--- src/ctl_pkg.sv ---
package ctl_pkg;

	localparam int unsigned CharW  = 8;
	localparam int unsigned KindW  = 4;
	localparam int unsigned ErrW   = 3;
	localparam int unsigned LineW  = 16;
	localparam int unsigned CountW = 9;
	localparam int unsigned DataW  = 32;
	localparam int unsigned UserW  = 5;

	// token kinds
	localparam logic [KindW-1:0] KIND_IDENT    = 4'd0;
	localparam logic [KindW-1:0] KIND_STRING   = 4'd1;
	localparam logic [KindW-1:0] KIND_CAST     = 4'd2;
	localparam logic [KindW-1:0] KIND_ASSIGN   = 4'd3;
	localparam logic [KindW-1:0] KIND_SEMI     = 4'd4;
	localparam logic [KindW-1:0] KIND_LBRACE   = 4'd5;
	localparam logic [KindW-1:0] KIND_RBRACE   = 4'd6;
	localparam logic [KindW-1:0] KIND_LBRACKET = 4'd7;
	localparam logic [KindW-1:0] KIND_RBRACKET = 4'd8;
	localparam logic [KindW-1:0] KIND_COMMA    = 4'd9;
	localparam logic [KindW-1:0] KIND_EOF      = 4'd10;
	localparam logic [KindW-1:0] KIND_ERROR    = 4'd11;

	// error codes
	localparam logic [ErrW-1:0] ERR_NONE     = 3'd0;
	localparam logic [ErrW-1:0] ERR_NONPRINT = 3'd1;
	localparam logic [ErrW-1:0] ERR_UNEXP    = 3'd2;
	localparam logic [ErrW-1:0] ERR_EOF_OPEN = 3'd3;
	localparam logic [ErrW-1:0] ERR_TOO_LONG = 3'd4;

	// characters
	localparam logic [CharW-1:0] CH_NL     = 8'h0A;
	localparam logic [CharW-1:0] CH_TAB    = 8'h09;
	localparam logic [CharW-1:0] CH_CR     = 8'h0D;
	localparam logic [CharW-1:0] CH_SPACE  = 8'h20;
	localparam logic [CharW-1:0] CH_TILDE  = 8'h7E;
	localparam logic [CharW-1:0] CH_HASH   = 8'h23;
	localparam logic [CharW-1:0] CH_QUOTE  = 8'h22;
	localparam logic [CharW-1:0] CH_BSLASH = 8'h5C;
	localparam logic [CharW-1:0] CH_LPAREN = 8'h28;
	localparam logic [CharW-1:0] CH_RPAREN = 8'h29;
	localparam logic [CharW-1:0] CH_SEMI   = 8'h3B;
	localparam logic [CharW-1:0] CH_EQ     = 8'h3D;
	localparam logic [CharW-1:0] CH_LBRACK = 8'h5B;
	localparam logic [CharW-1:0] CH_RBRACK = 8'h5D;
	localparam logic [CharW-1:0] CH_LBRACE = 8'h7B;
	localparam logic [CharW-1:0] CH_RBRACE = 8'h7D;
	localparam logic [CharW-1:0] CH_COMMA  = 8'h2C;
	localparam logic [CharW-1:0] CH_USCORE = 8'h5F;
	localparam logic [CharW-1:0] CH_MINUS  = 8'h2D;
	localparam logic [CharW-1:0] CH_DOT    = 8'h2E;

	localparam logic [CountW-1:0] LIMIT_MIN   = 9'd4;
	localparam logic [CountW-1:0] LIMIT_RESET = 9'd256;
	localparam logic [LineW-1:0]  LINE_MAX    = 16'hFFFF;

	typedef enum logic [4:0] {
		MODE_IDLE   = 5'b00001,
		MODE_IDENT  = 5'b00010,
		MODE_STRING = 5'b00100,
		MODE_CAST   = 5'b01000,
		MODE_ERR    = 5'b10000
	} mode_t;

	typedef struct packed {
		logic [LineW-1:0] line_number;
		logic [ErrW-1:0]  error_code;
		logic             token_end;
		logic             char_valid;
		logic [CharW-1:0] text_char;
		logic [KindW-1:0] token_kind;
	} result_t;

	function automatic logic is_ident_char(input logic [CharW-1:0] c);
		return (c >= "0" && c <= "9") || (c >= "a" && c <= "z") ||
			(c >= "A" && c <= "Z") || c == CH_USCORE || c == CH_MINUS || c == CH_DOT;
	endfunction

endpackage

--- src/config_text_lexer.sv ---
// Streaming lexer for configuration text. Each input transaction carries one byte
// (s_tdata) or, with s_tuser set, an end-of-input mark. Output transactions are
// tokens streamed one text character at a time: punctuation is a single
// transaction with tlast set; identifiers, strings and casts send their
// characters with tlast clear and close with a marker (char_valid 0, tlast 1).
// '#' starts a comment up to the newline, also inside strings. Any error ends in
// an error transaction, after which the lexer stays silent until reset.
// Throughput: one byte per clock while the output drains. A byte yields zero, one or two
// output transactions; the two-result case (identifier closed by punctuation, a bad
// byte or end of input) occupies the two-entry output buffer, so the input stalls until
// an entry is taken. The byte path is one level of classify-and-update logic between
// the lexer state registers and the output buffer.
module config_text_lexer
	import ctl_pkg::*;
(
	input  logic              clk,
	input  logic              arst_n,
	input  logic              cfg_we,
	input  logic [CountW-1:0] cfg_wdata,  // token_limit
	input  logic              s_tvalid,
	output logic              s_tready,
	input  logic [CharW-1:0]  s_tdata,    // [7:0] in_byte
	input  logic              s_tuser,    // end_of_input
	output logic              m_tvalid,
	input  logic              m_tready,
	output logic [DataW-1:0]  m_tdata,    // [7:0] text_char, [10:8] error_code,
	                                      // [26:11] line_number, [31:27] zero
	output logic [UserW-1:0]  m_tuser,    // [3:0] token_kind, [4] char_valid
	output logic              m_tlast     // token_end
);

	// lexer state
	mode_t             mode_q;
	logic              cf_q;
	logic              esc_q;
	logic [CountW-1:0] tc_q;
	logic [LineW-1:0]  lc_q;
	logic [CountW-1:0] limit_q;

	// two-entry output buffer
	result_t           slot0_q;
	result_t           slot1_q;
	logic [1:0]        cnt_q;

	// next state and results
	mode_t             n_mode;
	logic              n_cf;
	logic              n_esc;
	logic [CountW-1:0] n_tc;
	logic [LineW-1:0]  n_lc;
	logic [1:0]        nres;
	result_t           r0;
	result_t           r1;

	// byte classification
	logic [CharW-1:0]  b;
	logic              eoi;
	logic              is_nl;
	logic              is_sp;
	logic              is_bad;
	logic              cmt_skip;
	logic [CharW-1:0]  cc;
	logic [LineW-1:0]  lc_nx;
	logic [CountW-1:0] tc_inc;
	logic [CountW-1:0] lim;
	logic              too_long;

	// start-of-token decode
	logic              st_n;
	result_t           st_res;
	mode_t             st_mode;
	logic [CountW-1:0] st_tc;
	logic              st_esc;
	logic [KindW-1:0]  punct_kind;
	logic              is_punct;

	logic              take;
	logic              pop;

	function automatic result_t mk(input logic [KindW-1:0] kind, input logic [CharW-1:0] ch,
		input logic valid, input logic last, input logic [ErrW-1:0] err,
		input logic [LineW-1:0] line);
		result_t r;
		r.token_kind  = kind;
		r.text_char   = ch;
		r.char_valid  = valid;
		r.token_end   = last;
		r.error_code  = err;
		r.line_number = line;
		return r;
	endfunction

	assign b          = s_tdata;
	assign eoi        = s_tuser;
	assign is_nl      = (b == CH_NL);
	assign is_sp      = (b == CH_SPACE) || (b >= CH_TAB && b <= CH_CR);
	assign is_bad     = !is_sp && (b < CH_SPACE || b > CH_TILDE);
	assign cmt_skip   = !is_nl && (cf_q || b == CH_HASH);
	assign cc         = is_sp ? CH_SPACE : b;
	assign lc_nx      = (!eoi && is_nl && lc_q != LINE_MAX) ? lc_q + 1'b1 : lc_q;
	assign tc_inc     = tc_q + 1'b1;
	assign lim        = (limit_q < LIMIT_MIN) ? LIMIT_MIN : limit_q;
	assign too_long   = (tc_inc >= lim);

	always_comb begin
		is_punct   = 1'b1;
		punct_kind = KIND_ASSIGN;
		unique case (b)
			CH_EQ:     punct_kind = KIND_ASSIGN;
			CH_SEMI:   punct_kind = KIND_SEMI;
			CH_LBRACE: punct_kind = KIND_LBRACE;
			CH_RBRACE: punct_kind = KIND_RBRACE;
			CH_LBRACK: punct_kind = KIND_LBRACKET;
			CH_RBRACK: punct_kind = KIND_RBRACKET;
			CH_COMMA:  punct_kind = KIND_COMMA;
			default:   is_punct   = 1'b0;
		endcase
	end

	// token start from idle or after an identifier; the first identifier char never hits the limit (>= 4)
	always_comb begin
		st_n    = 1'b0;
		st_res  = mk(KIND_IDENT, '0, 1'b0, 1'b0, ERR_NONE, lc_nx);
		st_mode = MODE_IDLE;
		st_tc   = tc_q;
		st_esc  = esc_q;
		priority if (is_sp) begin
			st_mode = MODE_IDLE;
		end else if (is_bad) begin
			st_n    = 1'b1;
			st_res  = mk(KIND_ERROR, '0, 1'b0, 1'b1, ERR_NONPRINT, lc_nx);
			st_mode = MODE_ERR;
		end else if (is_punct) begin
			st_n    = 1'b1;
			st_res  = mk(punct_kind, b, 1'b1, 1'b1, ERR_NONE, lc_nx);
		end else if (b == CH_QUOTE) begin
			st_mode = MODE_STRING;
			st_tc   = '0;
			st_esc  = 1'b0;
		end else if (b == CH_LPAREN) begin
			st_mode = MODE_CAST;
			st_tc   = '0;
			st_esc  = 1'b0;
		end else if (is_ident_char(b)) begin
			st_n    = 1'b1;
			st_res  = mk(KIND_IDENT, b, 1'b1, 1'b0, ERR_NONE, lc_nx);
			st_mode = MODE_IDENT;
			st_tc   = {{(CountW-1){1'b0}}, 1'b1};
			st_esc  = 1'b0;
		end else begin
			st_n    = 1'b1;
			st_res  = mk(KIND_ERROR, '0, 1'b0, 1'b1, ERR_UNEXP, lc_nx);
			st_mode = MODE_ERR;
		end
	end

	always_comb begin
		n_mode = mode_q;
		n_cf   = cf_q;
		n_esc  = esc_q;
		n_tc   = tc_q;
		n_lc   = lc_q;
		nres   = 2'd0;
		r0     = mk(KIND_IDENT, '0, 1'b0, 1'b0, ERR_NONE, lc_nx);
		r1     = r0;
		if (mode_q != MODE_ERR) begin
			if (eoi) begin
				if (mode_q == MODE_STRING || mode_q == MODE_CAST) begin
					r0     = mk(KIND_ERROR, '0, 1'b0, 1'b1, ERR_EOF_OPEN, lc_nx);
					nres   = 2'd1;
					n_mode = MODE_ERR;
				end else if (mode_q == MODE_IDENT) begin
					r0     = mk(KIND_IDENT, '0, 1'b0, 1'b1, ERR_NONE, lc_nx);
					r1     = mk(KIND_EOF, '0, 1'b0, 1'b1, ERR_NONE, lc_nx);
					nres   = 2'd2;
					n_mode = MODE_IDLE;
				end else begin
					r0     = mk(KIND_EOF, '0, 1'b0, 1'b1, ERR_NONE, lc_nx);
					nres   = 2'd1;
					n_mode = MODE_IDLE;
				end
			end else begin
				n_lc = lc_nx;
				if (is_nl) begin
					n_cf = 1'b0;
				end else if (b == CH_HASH) begin
					n_cf = 1'b1;
				end
				if (!cmt_skip) begin
					unique case (mode_q)
						MODE_IDENT: begin
							if (!is_sp && !is_bad && is_ident_char(b)) begin
								nres = 2'd1;
								n_tc = tc_inc;
								if (too_long) begin
									r0     = mk(KIND_ERROR, '0, 1'b0, 1'b1, ERR_TOO_LONG, lc_nx);
									n_mode = MODE_ERR;
								end else begin
									r0 = mk(KIND_IDENT, b, 1'b1, 1'b0, ERR_NONE, lc_nx);
								end
							end else begin
								// identifier end marker, then the byte starts a new token
								r0     = mk(KIND_IDENT, '0, 1'b0, 1'b1, ERR_NONE, lc_nx);
								r1     = st_res;
								nres   = st_n ? 2'd2 : 2'd1;
								n_mode = st_mode;
								n_tc   = st_tc;
								n_esc  = st_esc;
							end
						end
						MODE_STRING: begin
							nres = 2'd1;
							if (is_bad) begin
								r0     = mk(KIND_ERROR, '0, 1'b0, 1'b1, ERR_NONPRINT, lc_nx);
								n_mode = MODE_ERR;
							end else if (cc == CH_QUOTE && !esc_q) begin
								r0     = mk(KIND_STRING, '0, 1'b0, 1'b1, ERR_NONE, lc_nx);
								n_mode = MODE_IDLE;
								n_esc  = 1'b0;
							end else begin
								n_esc = (cc == CH_BSLASH);
								n_tc  = tc_inc;
								if (too_long) begin
									r0     = mk(KIND_ERROR, '0, 1'b0, 1'b1, ERR_TOO_LONG, lc_nx);
									n_mode = MODE_ERR;
								end else begin
									r0 = mk(KIND_STRING, cc, 1'b1, 1'b0, ERR_NONE, lc_nx);
								end
							end
						end
						MODE_CAST: begin
							nres = 2'd1;
							if (is_bad) begin
								r0     = mk(KIND_ERROR, '0, 1'b0, 1'b1, ERR_NONPRINT, lc_nx);
								n_mode = MODE_ERR;
							end else if (cc == CH_RPAREN) begin
								r0     = mk(KIND_CAST, '0, 1'b0, 1'b1, ERR_NONE, lc_nx);
								n_mode = MODE_IDLE;
							end else begin
								n_tc = tc_inc;
								if (too_long) begin
									r0     = mk(KIND_ERROR, '0, 1'b0, 1'b1, ERR_TOO_LONG, lc_nx);
									n_mode = MODE_ERR;
								end else begin
									r0 = mk(KIND_CAST, cc, 1'b1, 1'b0, ERR_NONE, lc_nx);
								end
							end
						end
						MODE_IDLE: begin
							r0     = st_res;
							nres   = {1'b0, st_n};
							n_mode = st_mode;
							n_tc   = st_tc;
							n_esc  = st_esc;
						end
						default: begin
							n_mode = mode_q;
						end
					endcase
				end
			end
		end
	end

	// accept while the buffer drains to empty this cycle
	assign s_tready = (cnt_q == 2'd0) || (cnt_q == 2'd1 && m_tready);
	assign take     = s_tvalid && s_tready;
	assign m_tvalid = (cnt_q != 2'd0);
	assign pop      = m_tvalid && m_tready;

	always_ff @(posedge clk or negedge arst_n) begin
		if (!arst_n) begin
			mode_q  <= MODE_IDLE;
			cf_q    <= 1'b0;
			esc_q   <= 1'b0;
			tc_q    <= '0;
			lc_q    <= '0;
			limit_q <= LIMIT_RESET;
			cnt_q   <= 2'd0;
		end else begin
			if (cfg_we) begin
				limit_q <= cfg_wdata;
			end
			if (take) begin
				mode_q <= n_mode;
				cf_q   <= n_cf;
				esc_q  <= n_esc;
				tc_q   <= n_tc;
				lc_q   <= n_lc;
				cnt_q  <= nres;
			end else if (pop) begin
				cnt_q <= cnt_q - 2'd1;
			end
		end
	end

	always_ff @(posedge clk) begin
		if (take) begin
			slot0_q <= r0;
			slot1_q <= r1;
		end else if (pop) begin
			slot0_q <= slot1_q;
		end
	end

	assign m_tdata = {{(DataW-CharW-ErrW-LineW){1'b0}}, slot0_q.line_number,
		slot0_q.error_code, slot0_q.text_char};
	assign m_tuser = {slot0_q.char_valid, slot0_q.token_kind};
	assign m_tlast = slot0_q.token_end;

endmodule

--- config.mk ---
export PLATFORM = sky130hd
export DESIGN_NAME = config_text_lexer
export DESIGN_NICKNAME = d
export VERILOG_FILES = /design/src/ctl_pkg.sv /design/src/config_text_lexer.sv
export SDC_FILE = /design/constraint.sdc
export NUM_CORES = 1
export LEC_CHECK = 0
export ABC_AREA = 1
export BUFFER_PORTS_ARGS = -buffer_cell sky130_fd_sc_hd__buf_2
export CORE_AREA = 4 4 127 190
export CTS_CLUSTER_SIZE = 25
export DETAILED_ROUTE_END_ITERATION = 7
export DIE_AREA = 0 0 131 194
export SYNTH_ARGS = -nofsm -noshare
export SYNTH_HDL_FRONTEND = slang
export SYNTH_SLANG_ARGS = --single-unit
--- constraint.sdc ---
create_clock -name clk -period 6.7 [get_ports clk]
set_clock_uncertainty 0.1 [all_clocks]
set_input_delay 0.335 -clock clk [delete_from_list [all_inputs] [get_ports clk]]
set_output_delay 0.335 -clock clk [all_outputs]
set_load 0.05 [all_outputs]
==> impl_metrics.json, run 1 <==
{
  "fin_nets": 853,
  "core_area_sq_mm": 0.0224,
  "synthAdderAreaFrac": 0.0263,
  "synth-seq-cells": 108,
  "fin_crit_sh": 0.505,
  "status": "finished, final reports clean",
  "synth-compound-area-share": 0.0754,
  "post-place-ws_ns": 3.33,
  "path_clk_slew_ns": 0.09,
  "synth_top_family_by_area": "simple AND/OR/NAND/NOR gates",
  "die-width_um": 131,
  "final_area_sq_mm": 0.00704,
  "tns_ns": 0,
  "grt_overflow": 0,
  "grt_max_degree": 55,
  "ir_worst_vdd_v": 0.000152,
  "dieArea_sq_mm": 0.0254,
  "place_congestion": 0.897,
  "syn2layout_area_growth_pct": 13.9,
  "first_pass_iters": 5,
  "ctsResizeCount": 0,
  "synthArstFlopShare": 0.398,
  "vias": 4926,
  "ys.flop_type": "edfxtp_1",
  "cts_tree": "built",
  "netlist.top_cell.by_area": "edfxtp_1",
  "synth_warnings": 0,
  "synth_edf_count": 65,
  "synthSimpleGateAreaFrac": 0.294,
  "placed_area_sq_mm": 0.00675,
  "hold_viol": 0,
  "netlist_instances": 760,
  "synth.distinct_cells": 43,
  "synth.most_common_cell": "nand2_1",
  "ant_nets": 0,
  "crit_type": "flop to flop",
  "syn-cell-area_sq_mm": 0.00619,
  "antenna_found_initial": 0,
  "maxSlewViolCount": 0,
  "hpwl_um": 10900,
  "maxCapViolCount": 0,
  "period_minus_slack_ns": 3.38,
  "clockBufferDepth": 2,
  "hp-class": "primary input to asynchronous set/reset pin",
  "drtIter0Drc": 235,
  "cts_root_buffer": "clkbuf_16",
  "antennaDiodeCount": 0,
  "seq_area_frac_synth": 0.490,
  "die_h_um": 194,
  "p_leak_nw": 3.30,
  "relSlewSlack": 0.343,
  "crit_required_ns": 6.83,
  "fmax_ghz": 0.296,
  "powerDensity_mw_per_mm2": 392,
  "wl_per_cell_um": 12.9,
  "arrival_ns": 3.51,
  "postRouteWirelength_um": 14100,
  "drc": 0,
  "synthTopCellsByCount": "nand2_1, inv_1, nor2_1, edfxtp_1, nand3_1",
  "rsz0062_at_grt": "no",
  "numPortBuffers": 57,
  "muxShareOfSynthArea": 0.00182,
  "io_pins": 63,
  "ctsHoldBuffers": 0,
  "cts-buffers-inserted": 9,
  "synth.top_cell.area_share": 0.316,
  "htreeDepth": 3,
  "track_usage": 0.116,
  "worstPathMaxFanout": 8,
  "cts.sink_count": 108,
  "cp-start-kind": "flop",
  "grt_pass1_wl_um": 23800,
  "setup_viol": 0,
  "avgSynthCellArea_sq_um": 8.14,
  "grt_pass1_vias": 4890,
  "rows": 67,
  "clk_latency_ns": 0.37,
  "end_kind": "flop",
  "cts_setup_buffers": 0,
  "viasPerCell": 4.49,
  "initial_utilization": 0.276,
  "synth.area.top_cells": "edfxtp_1, dfrtp_1, nand2_1",
  "fin_ws_ns": 3.32,
  "post_route_cells_drive_above_1_share": 0.165,
  "synth-xor-area-share": 0.0372,
  "worst_pin_slew_ns": 0.985
}
-- layout by cell type, fill, tap and decap left out, drive strengths merged, types with 10 or more instances in the layout --
cell | Yosys | routed
dfrtp | 41 | 41
buf | 12 | 59
nor3 | 10 | 10
edfxtp | 65 | 65
o21ai | 54 | 54
nand3 | 48 | 48
inv | 95 | 99
ha | 13 | 13
a21oi | 15 | 15
xor2 | 20 | 20
nor2 | 89 | 89
nand2 | 263 | 263
nand4 | 11 | 11
-- sequential cells by signal (all words and copies together), names as in the netlist --
signal   count
cf_q         1
cnt_q        2
esc_q        1
lc_q        16
limit_q      9
m_tdata     27
m_tlast      1
m_tuser      5
mode_q       5
slot1_q     32
tc_q         9
-- report_power, final --
group | total (mW) | switching (mW) | internal [mW]
Sequential | 1.06 | 0.0951 | 0.962
Clock | 0.529 | 0.267 | 0.262
Combinational | 1.18 | 0.878 | 0.300
Total | 2.76 | 1.24 | 1.52
-- kinds of logic (layout without fill, tap and decap cells) --
logic type / Yosys count / in the layout
compound gates: 77 / 77
fa+ha+maj: 13 / 13
buf+inv: 114 / 171
mux: 1 / 1
flops: 108 / 108
other cells: 1 / 6
simple gates: 424 / 424
xor+xnor: 22 / 22
-- per-stage QoR --
step / power [mW] / utilization / instances / hold slack [ns]
3_5_place_dp: 2.26 / 0.302 / 1082 / 0.403
4_1_cts: 2.80 / 0.315 / 1098 / 0.0620
6_report: 2.76 / 0.315 / 1098 / 0.0307
5_1_grt: 2.97 / 0.315 / 1098 / 0.0783
3_3_place_gp: 2.25 / 0.302 / 1082 / 0.399
2_1_floorplan: 1.99 / - / 765 / -0.0606
-- worst paths after layout --
path / slack [ns] / depth (start not counted) / end / startpoint
worst max-delay path: 3.32 / 17 / m_tdata[2]$_DFFE_PP_ / tc_q[0]$_DFFE_PN0P_
worst min-delay path: 0.03 / 1 / lc_q[4]$_DFFE_PN0P_ / arst_n
min in group clk: 0.07 / 3 / limit_q[5]$_DFFE_PN0P_ / cfg_wdata[5]
max in group asynchronous: 5.85 / 1 / tc_q[1]$_DFFE_PN0P_ / arst_n
worst max register to register: 3.32 / 17 / m_tdata[2]$_DFFE_PP_ / tc_q[0]$_DFFE_PN0P_
worst min register to register: 0.41 / 1 / limit_q[1]$_DFFE_PN0P_ / limit_q[1]$_DFFE_PN0P_
-- routing by layer --
metal  global-route usage  wire (um)
met1                0.135       6000
met2                0.205       7250
met3               0.0212        472
met4               0.0488        391
met5                    0          0
-- cell type report --
type / count / area (sq um)
timing repair buffer: 59 / 300
multi-input combinational: 543 / 2720
fill: 2352 / 15300
clock buffer: 9 / 225
sequential: 108 / 3030
clock inverter: 7 / 66.3
inverter: 96 / 360
tap: 276 / 345
-- worst max-delay path: stages (launching register included) --
cell and delay, ns:
dfrtp_1 0.41, ha_1 0.21, nand3_1 0.13, nor3_1 0.28
nand3_1 0.14, xor2_1 0.18, ha_1 0.33, nand2_1 0.10
inv_1 0.04, a21oi_1 0.13, nand4_1 0.37, nor2_1 0.28
nand2_1 0.12, nand2_1 0.10, nand2_1 0.07, nand2_2 0.11
nand3_1 0.09, nand2_1 0.07
Note: power is estimated with default switching activity, not from simulation.
==> run 2, diff against run 1 <==
==> constraint.sdc (replaced) <==
create_clock -name clk -period 3.5 [get_ports clk]
set_clock_uncertainty 0.1 [all_clocks]
set_input_delay 0.175 -clock clk [delete_from_list [all_inputs] [get_ports clk]]
set_output_delay 0.175 -clock clk [all_outputs]
set_load 0.05 [all_outputs]
==> run 2 against run 1 <==
  * Via count grew 0.81%
  * Clock power is 91% higher
  * Hold slack improved by 0.0096 ns
  * Largest power group unchanged
  * Highest routed layer unchanged
  * Critical path type unchanged
  * Setup slack worse by 2.9 ns
  * Non-clock buffer count rose by 15
==> impl_metrics.json, run 2 (synthesized netlist as in run 1, its figures left out) <==
{
  "antennaDiodeCount": 0,
  "whs_path_depth": 3,
  "hpwl_um": 10700,
  "powerDensity_mw_per_mm2": 743,
  "switchingPower_mw": 2.38,
  "fin_crit_sh": 0.880,
  "clkPwrFrac": 0.190,
  "numPortBuffers": 57,
  "mostFrequentLayoutCells": "nand2_1, inv_1, nor2_1",
  "wl_met3_um": 539,
  "place_congestion": 0.874,
  "rsz0062_at_grt": "no",
  "post_route_cells_drive_above_1_share": 0.167,
  "period_minus_slack_ns": 3.08,
  "drc": 0,
  "dieArea_sq_mm": 0.0254,
  "core_area_sq_mm": 0.0224,
  "cp-start-kind": "flop",
  "top_layer": "met4",
  "worstPathMaxFanout": 8,
  "crit_type": "flop to flop",
  "tns_ns": 0,
  "instances_no_fill": 1113,
  "p_int_mw": 2.95,
  "grt_pass1_vias": 4962,
  "status": "finished, final reports clean",
  "r2r-start": "tc_q[2]$_DFFE_PN0P_",
  "fmax_ghz": 0.325,
  "maxCapViolCount": 0,
  "final_common_cell": "nand2_1",
  "viasPerCell": 4.46,
  "clockBufferDepth": 2,
  "combPwrFrac": 0.432,
  "antenna_found_initial": 0,
  "path_clk_slew_ns": 0.08,
  "setup_viol": 0,
  "grt_max_degree": 54,
  "cts.sink_count": 108,
  "end_kind": "flop",
  "syn2layout_area_growth_pct": 16.1,
  "r2r_end": "m_tdata[6]$_DFFE_PP_",
  "rows": 67,
  "worst_pin_slew_ns": 0.997,
  "ctsResizeCount": 0,
  "worst-r2r-setup-slack_ns": 0.42,
  "die_h_um": 194,
  "first_pass_iters": 4,
  "track_usage": 0.115,
  "placed_area_sq_mm": 0.00678,
  "largest_reg_flops": 32,
  "crit_required_ns": 3.63,
  "fin_nets": 868,
  "ir_worst_vdd_v": 0.000281,
  "relSlewSlack": 0.335,
  "arrival_ns": 3.22,
  "cts-buffers-inserted": 9,
  "vias": 4966,
  "io_pins": 63,
  "ant_nets": 0,
  "p_leak_nw": 3.36,
  "wl_met2_um": 6930,
  "final_area_sq_mm": 0.00718,
  "p_seq_frac": 0.378,
  "whs_ns": 0.0403,
  "switching_share": 0.446,
  "cts_root_buffer": "clkbuf_16",
  "drtIter0Drc": 263,
  "initial_utilization": 0.276,
  "htreeDepth": 3,
  "wl_per_cell_um": 12.5,
  "hold_end": "limit_q[8]$_DFFE_PN1P_",
  "top_register": "slot1_q",
  "r2r_cells": 18,
  "placed_cells": 1086,
  "cts_tree": "built",
  "maxSlewViolCount": 0,
  "grt_pass1_wl_um": 23500,
  "wirelength_met1_um": 6090,
  "min_from": "cfg_we",
  "hp-class": "primary input to flop",
  "clk_latency_ns": 0.37,
  "hold_viol": 0,
  "postRouteWirelength_um": 14000,
  "die-width_um": 131,
  "grt_overflow": 0
}
## run 2: cell count changes in the layout (fill, tap and decap cells not counted), sizes merged
cell,delta
dlygate4sd3,+10
buf,+5
inv,-2
clkbuf,+1
clkinv,+1
## run 2: cell type report
| cell class | count | area [sq um] |
|---|---|---|
| clock buffer | 10 | 229 |
| clock inverter | 6 | 61.3 |
| fill | 2346 | 15200 |
| inverter | 96 | 360 |
| multi-input combinational | 543 | 2720 |
| sequential | 108 | 3030 |
| tap | 276 | 345 |
| timing repair buffer | 74 | 438 |
## run 2: worst max-delay path by stage
| stage | slack (ns) | start | to |
|---|---|---|---|
| after floorplan | 0.64 | tc_q[0]$_DFFE_PN0P_ | m_tuser[0]$_DFFE_PP_ |
| after global placement | 0.31 | tc_q[0]$_DFFE_PN0P_ | m_tdata[2]$_DFFE_PP_ |
| after detailed placement | 0.23 | tc_q[2]$_DFFE_PN0P_ | m_tdata[6]$_DFFE_PP_ |
| after CTS | 0.19 | tc_q[2]$_DFFE_PN0P_ | m_tdata[3]$_DFFE_PP_ |
| after global routing | 0.01 | tc_q[0]$_DFFE_PN0P_ | m_tdata[3]$_DFFE_PP_ |
| final | 0.42 | tc_q[2]$_DFFE_PN0P_ | m_tdata[6]$_DFFE_PP_ |
## run 2: metrics by stage
stage	total power [mW]	util	setup WS [ns]
after floorplan	3.81	-	0.644
after global placement	4.33	0.303	0.311
after detailed placement	4.35	0.303	0.232
after CTS	5.38	0.320	0.187
after global routing	5.73	0.321	0.0136
final	5.33	0.321	0.419
## run 2: what timing repair did
action                     CTS  global route
setup endpoints to repair    0            15
hold buffers                10             0
hold endpoints to repair    50             0
buffers inserted             0             1
## run 2: critical path: stages, from the launching register on
cell     delay (ns)
dfrtp_1        0.38
inv_1          0.07
nor3_1         0.32
nand3_1        0.16
nor3_1         0.22
xor2_1         0.21
ha_1           0.27
nand2_1        0.09
inv_1          0.04
a21oi_1        0.13
nand4_1        0.09
buf_4          0.18
nor2_1         0.15
nand2_1        0.11
nand2_1        0.09
nand2_1        0.06
nand2_2        0.11
nand3_1        0.08
nand2_1        0.07
## run 2: power by group through the flow
stage | Combinational [mW] | Sequential (mW) | Clock [mW]
global placement | 2.28 | 2.04 | 0
finish | 2.30 | 2.02 | 1.01
floorplan | 1.21 | 2.59 | 0
CTS | 2.32 | 2.02 | 1.05
global route | 2.58 | 2.06 | 1.10
detailed placement | 2.30 | 2.05 | 0
## run 2: metal layers
| metal | global-route usage | vias to the layer above |
|---|---|---|
| met3 | 0.0207 | 25 |
| met1 | 0.136 | 2265 |
| met4 | 0.0534 | 0 |
| met5 | 0 | - |
| li1 | - | 2585 |
| met2 | 0.196 | 91 |
==> run 3, diff against run 2 <==
--- a/config.mk
+++ b/config.mk
@@ -11,6 +11,7 @@
 export CTS_CLUSTER_SIZE = 25
 export DETAILED_ROUTE_END_ITERATION = 7
 export DIE_AREA = 0 0 131 194
+export RECOVER_POWER = 25
 export SYNTH_ARGS = -nofsm -noshare
 export SYNTH_HDL_FRONTEND = slang
 export SYNTH_SLANG_ARGS = --single-unit
==> run 3 against run 2 <==
  * Largest cell class unchanged
  * Critical endpoint is now m_tdata[3]$_DFFE_PP_
  * Sequential share of layout area increased by 0.25 points
  * Clock-buffer cell count unchanged
  * The run now ends with max-capacitance violations, max-slew violations left
  * Combinational power decreased by 2%
  * Routed wire length increased by 0.21%
  * Die area unchanged
  * Largest power group unchanged
  * Non-clock buffer count unchanged
  * Highest routed layer unchanged
  * Sequential cell count unchanged
  * Total power decreased by 0.73%
==> impl_metrics.json, run 3 (synthesized netlist as in run 1, its figures left out) <==
{
  "post_route_cells_drive_above_1_share": 0.127,
  "relSlewSlack": -0.599,
  "largest_reg_flops": 32,
  "violations": "max-capacitance violations, max-slew violations",
  "mostFrequentLayoutCells": "nand2_1, inv_1, nor2_1",
  "syn2layout_area_growth_pct": 15.4,
  "crit_required_ns": 3.63,
  "r2r_end": "m_tdata[3]$_DFFE_PP_",
  "final_common_cell": "nand2_1",
  "die_h_um": 194,
  "cts_root_buffer": "clkbuf_16",
  "period_minus_slack_ns": 3.08,
  "placed_area_sq_mm": 0.00678,
  "tns_ns": 0,
  "grt_overflow": 0,
  "core_area_sq_mm": 0.0224,
  "cts-buffers-inserted": 9,
  "maxSlewViolCount": 44,
  "hold_end": "limit_q[8]$_DFFE_PN1P_",
  "postRouteWirelength_um": 14000,
  "dieArea_sq_mm": 0.0254,
  "fmax_ghz": 0.325,
  "cts.sink_count": 108,
  "fillers": 2353,
  "ant_nets": 0,
  "hp-class": "primary input to flop",
  "arrival_ns": 3.21,
  "setup_viol": 0,
  "drtIter0Drc": 271,
  "fin_nets": 868,
  "ctsResizeCount": 0,
  "track_usage": 0.115,
  "cp-start-kind": "flop",
  "initial_utilization": 0.276,
  "rsz0062_at_grt": "no",
  "viasPerCell": 4.45,
  "crit_type": "flop to flop",
  "path_common_cell": "nand2_1",
  "first_pass_iters": 4,
  "htreeDepth": 3,
  "whs_ns": 0.0401,
  "p_leak_nw": 3.26,
  "worstPathMaxFanout": 8,
  "powerDensity_mw_per_mm2": 742,
  "maxCapViolCount": 1,
  "fin_util": 0.319,
  "ir_worst_vdd_v": 0.000282,
  "grt_pass1_vias": 4962,
  "r2r-start": "tc_q[2]$_DFFE_PN0P_",
  "vias": 4956,
  "instances_no_fill": 1113,
  "cts_tree": "built",
  "top_register": "slot1_q",
  "crit_chain": "inv_1 > nor3_1 > nand3_1 > nor3_1 > xor2_1 > ha_1 > nand2_1 > inv_1 > a21oi_1 > nand4_1 > buf_4 > nor2_1 > nand2_1 > nand2_1 > nand2_1 > nand2_2 > nand3_1 > nand2_1",
  "rows": 67,
  "grt_pass1_wl_um": 23500,
  "min_from": "cfg_we",
  "numPortBuffers": 57,
  "place_congestion": 0.874,
  "die-width_um": 131,
  "antennaDiodeCount": 0,
  "end_kind": "flop",
  "antenna_found_initial": 0,
  "r2r_cells": 18,
  "crit_slowest_cell": "dfrtp_1",
  "final_area_sq_mm": 0.00714,
  "drc": 0,
  "wl_per_cell_um": 12.6,
  "worst_pin_slew_ns": 2.40,
  "worst-r2r-setup-slack_ns": 0.42,
  "path_clk_slew_ns": 0.08,
  "fin_crit_sh": 0.880,
  "clk_latency_ns": 0.37,
  "placed_cells": 1086,
  "max_stage_delay_ns": 0.38,
  "io_pins": 63,
  "whs_path_depth": 3,
  "hpwl_um": 10700,
  "clockBufferDepth": 2,
  "hold_viol": 0,
  "grt_max_degree": 54,
  "status": "finished with violations"
}
[run 3: cell types whose count changed in the layout (fill, tap and decap cells not counted)]
cell      change
buf_2        -34
clkbuf_1     +34
[run 3: final cells by class]
cell class | instances | area [sq um] | area share
Clock buffer | 10 | 229 | 0.0321
Clock inverter | 6 | 61.3 | 0.00859
Inverter | 96 | 360 | 0.0505
Multi-Input combinational cell | 543 | 2720 | 0.380
Sequential cell | 108 | 3030 | 0.425
Tap cell | 276 | 345 | 0.0484
Timing Repair Buffer | 74 | 395 | 0.0554
[run 3: how the worst max path moves through the flow]
stage / startpoint / endpoint / slack [ns] / depth (start not counted)
final: tc_q[2]$_DFFE_PN0P_ / m_tdata[3]$_DFFE_PP_ / 0.42 / 18
after global routing: tc_q[0]$_DFFE_PN0P_ / m_tdata[3]$_DFFE_PP_ / 0.01 / 18
after CTS: tc_q[2]$_DFFE_PN0P_ / m_tdata[3]$_DFFE_PP_ / 0.19 / 17
after detailed placement: tc_q[2]$_DFFE_PN0P_ / m_tdata[6]$_DFFE_PP_ / 0.23 / 17
after global placement: tc_q[0]$_DFFE_PN0P_ / m_tdata[2]$_DFFE_PP_ / 0.31 / 17
after floorplan: tc_q[0]$_DFFE_PN0P_ / m_tuser[0]$_DFFE_PP_ / 0.64 / 18
[run 3: power by group]
part           internal, mW  switching, mW
Combinational         0.569           1.69
Sequential             1.84          0.182
Clock                 0.500          0.512
Total                  2.91           2.39
[run 3: timing repair]
item                                   4_1_cts  5_1_grt
setup endpoints to repair                    0       15
setup buffers                                0        1
endpoints found under the hold margin       50        0
hold buffers                                10        0
[run 3: through the flow]
stage | setup WS (ns) | total power, mW
final | 0.421 | 5.30
after global routing | 0.0136 | 5.69
after CTS | 0.187 | 5.38
after detailed placement | 0.232 | 4.35
after global placement | 0.311 | 4.33
after floorplan | 0.644 | 3.81
[run 3: routing by layer]
metal	GRT usage	part of all wire	vias up
met2	0.196	0.49	99
met1	0.136	0.44	2249
li1	-	-	2585
met3	0.0207	0.041	23
met5	0	0	-
met4	0.0534	0.029	0
[run 3: worst max-delay path, delay by kind of cell, from the launching register on]
| kind | cells | cell delay [ns] |
|---|---|---|
| and+or+nand+nor | 12 | 1.55 |
| DFF | 1 | 0.38 |
| adders and majority gates | 1 | 0.27 |
| buffers and inverters | 3 | 0.29 |
| AOI/OAI and AO/OA | 1 | 0.13 |
| xor gates and xnor gates | 1 | 0.21 |
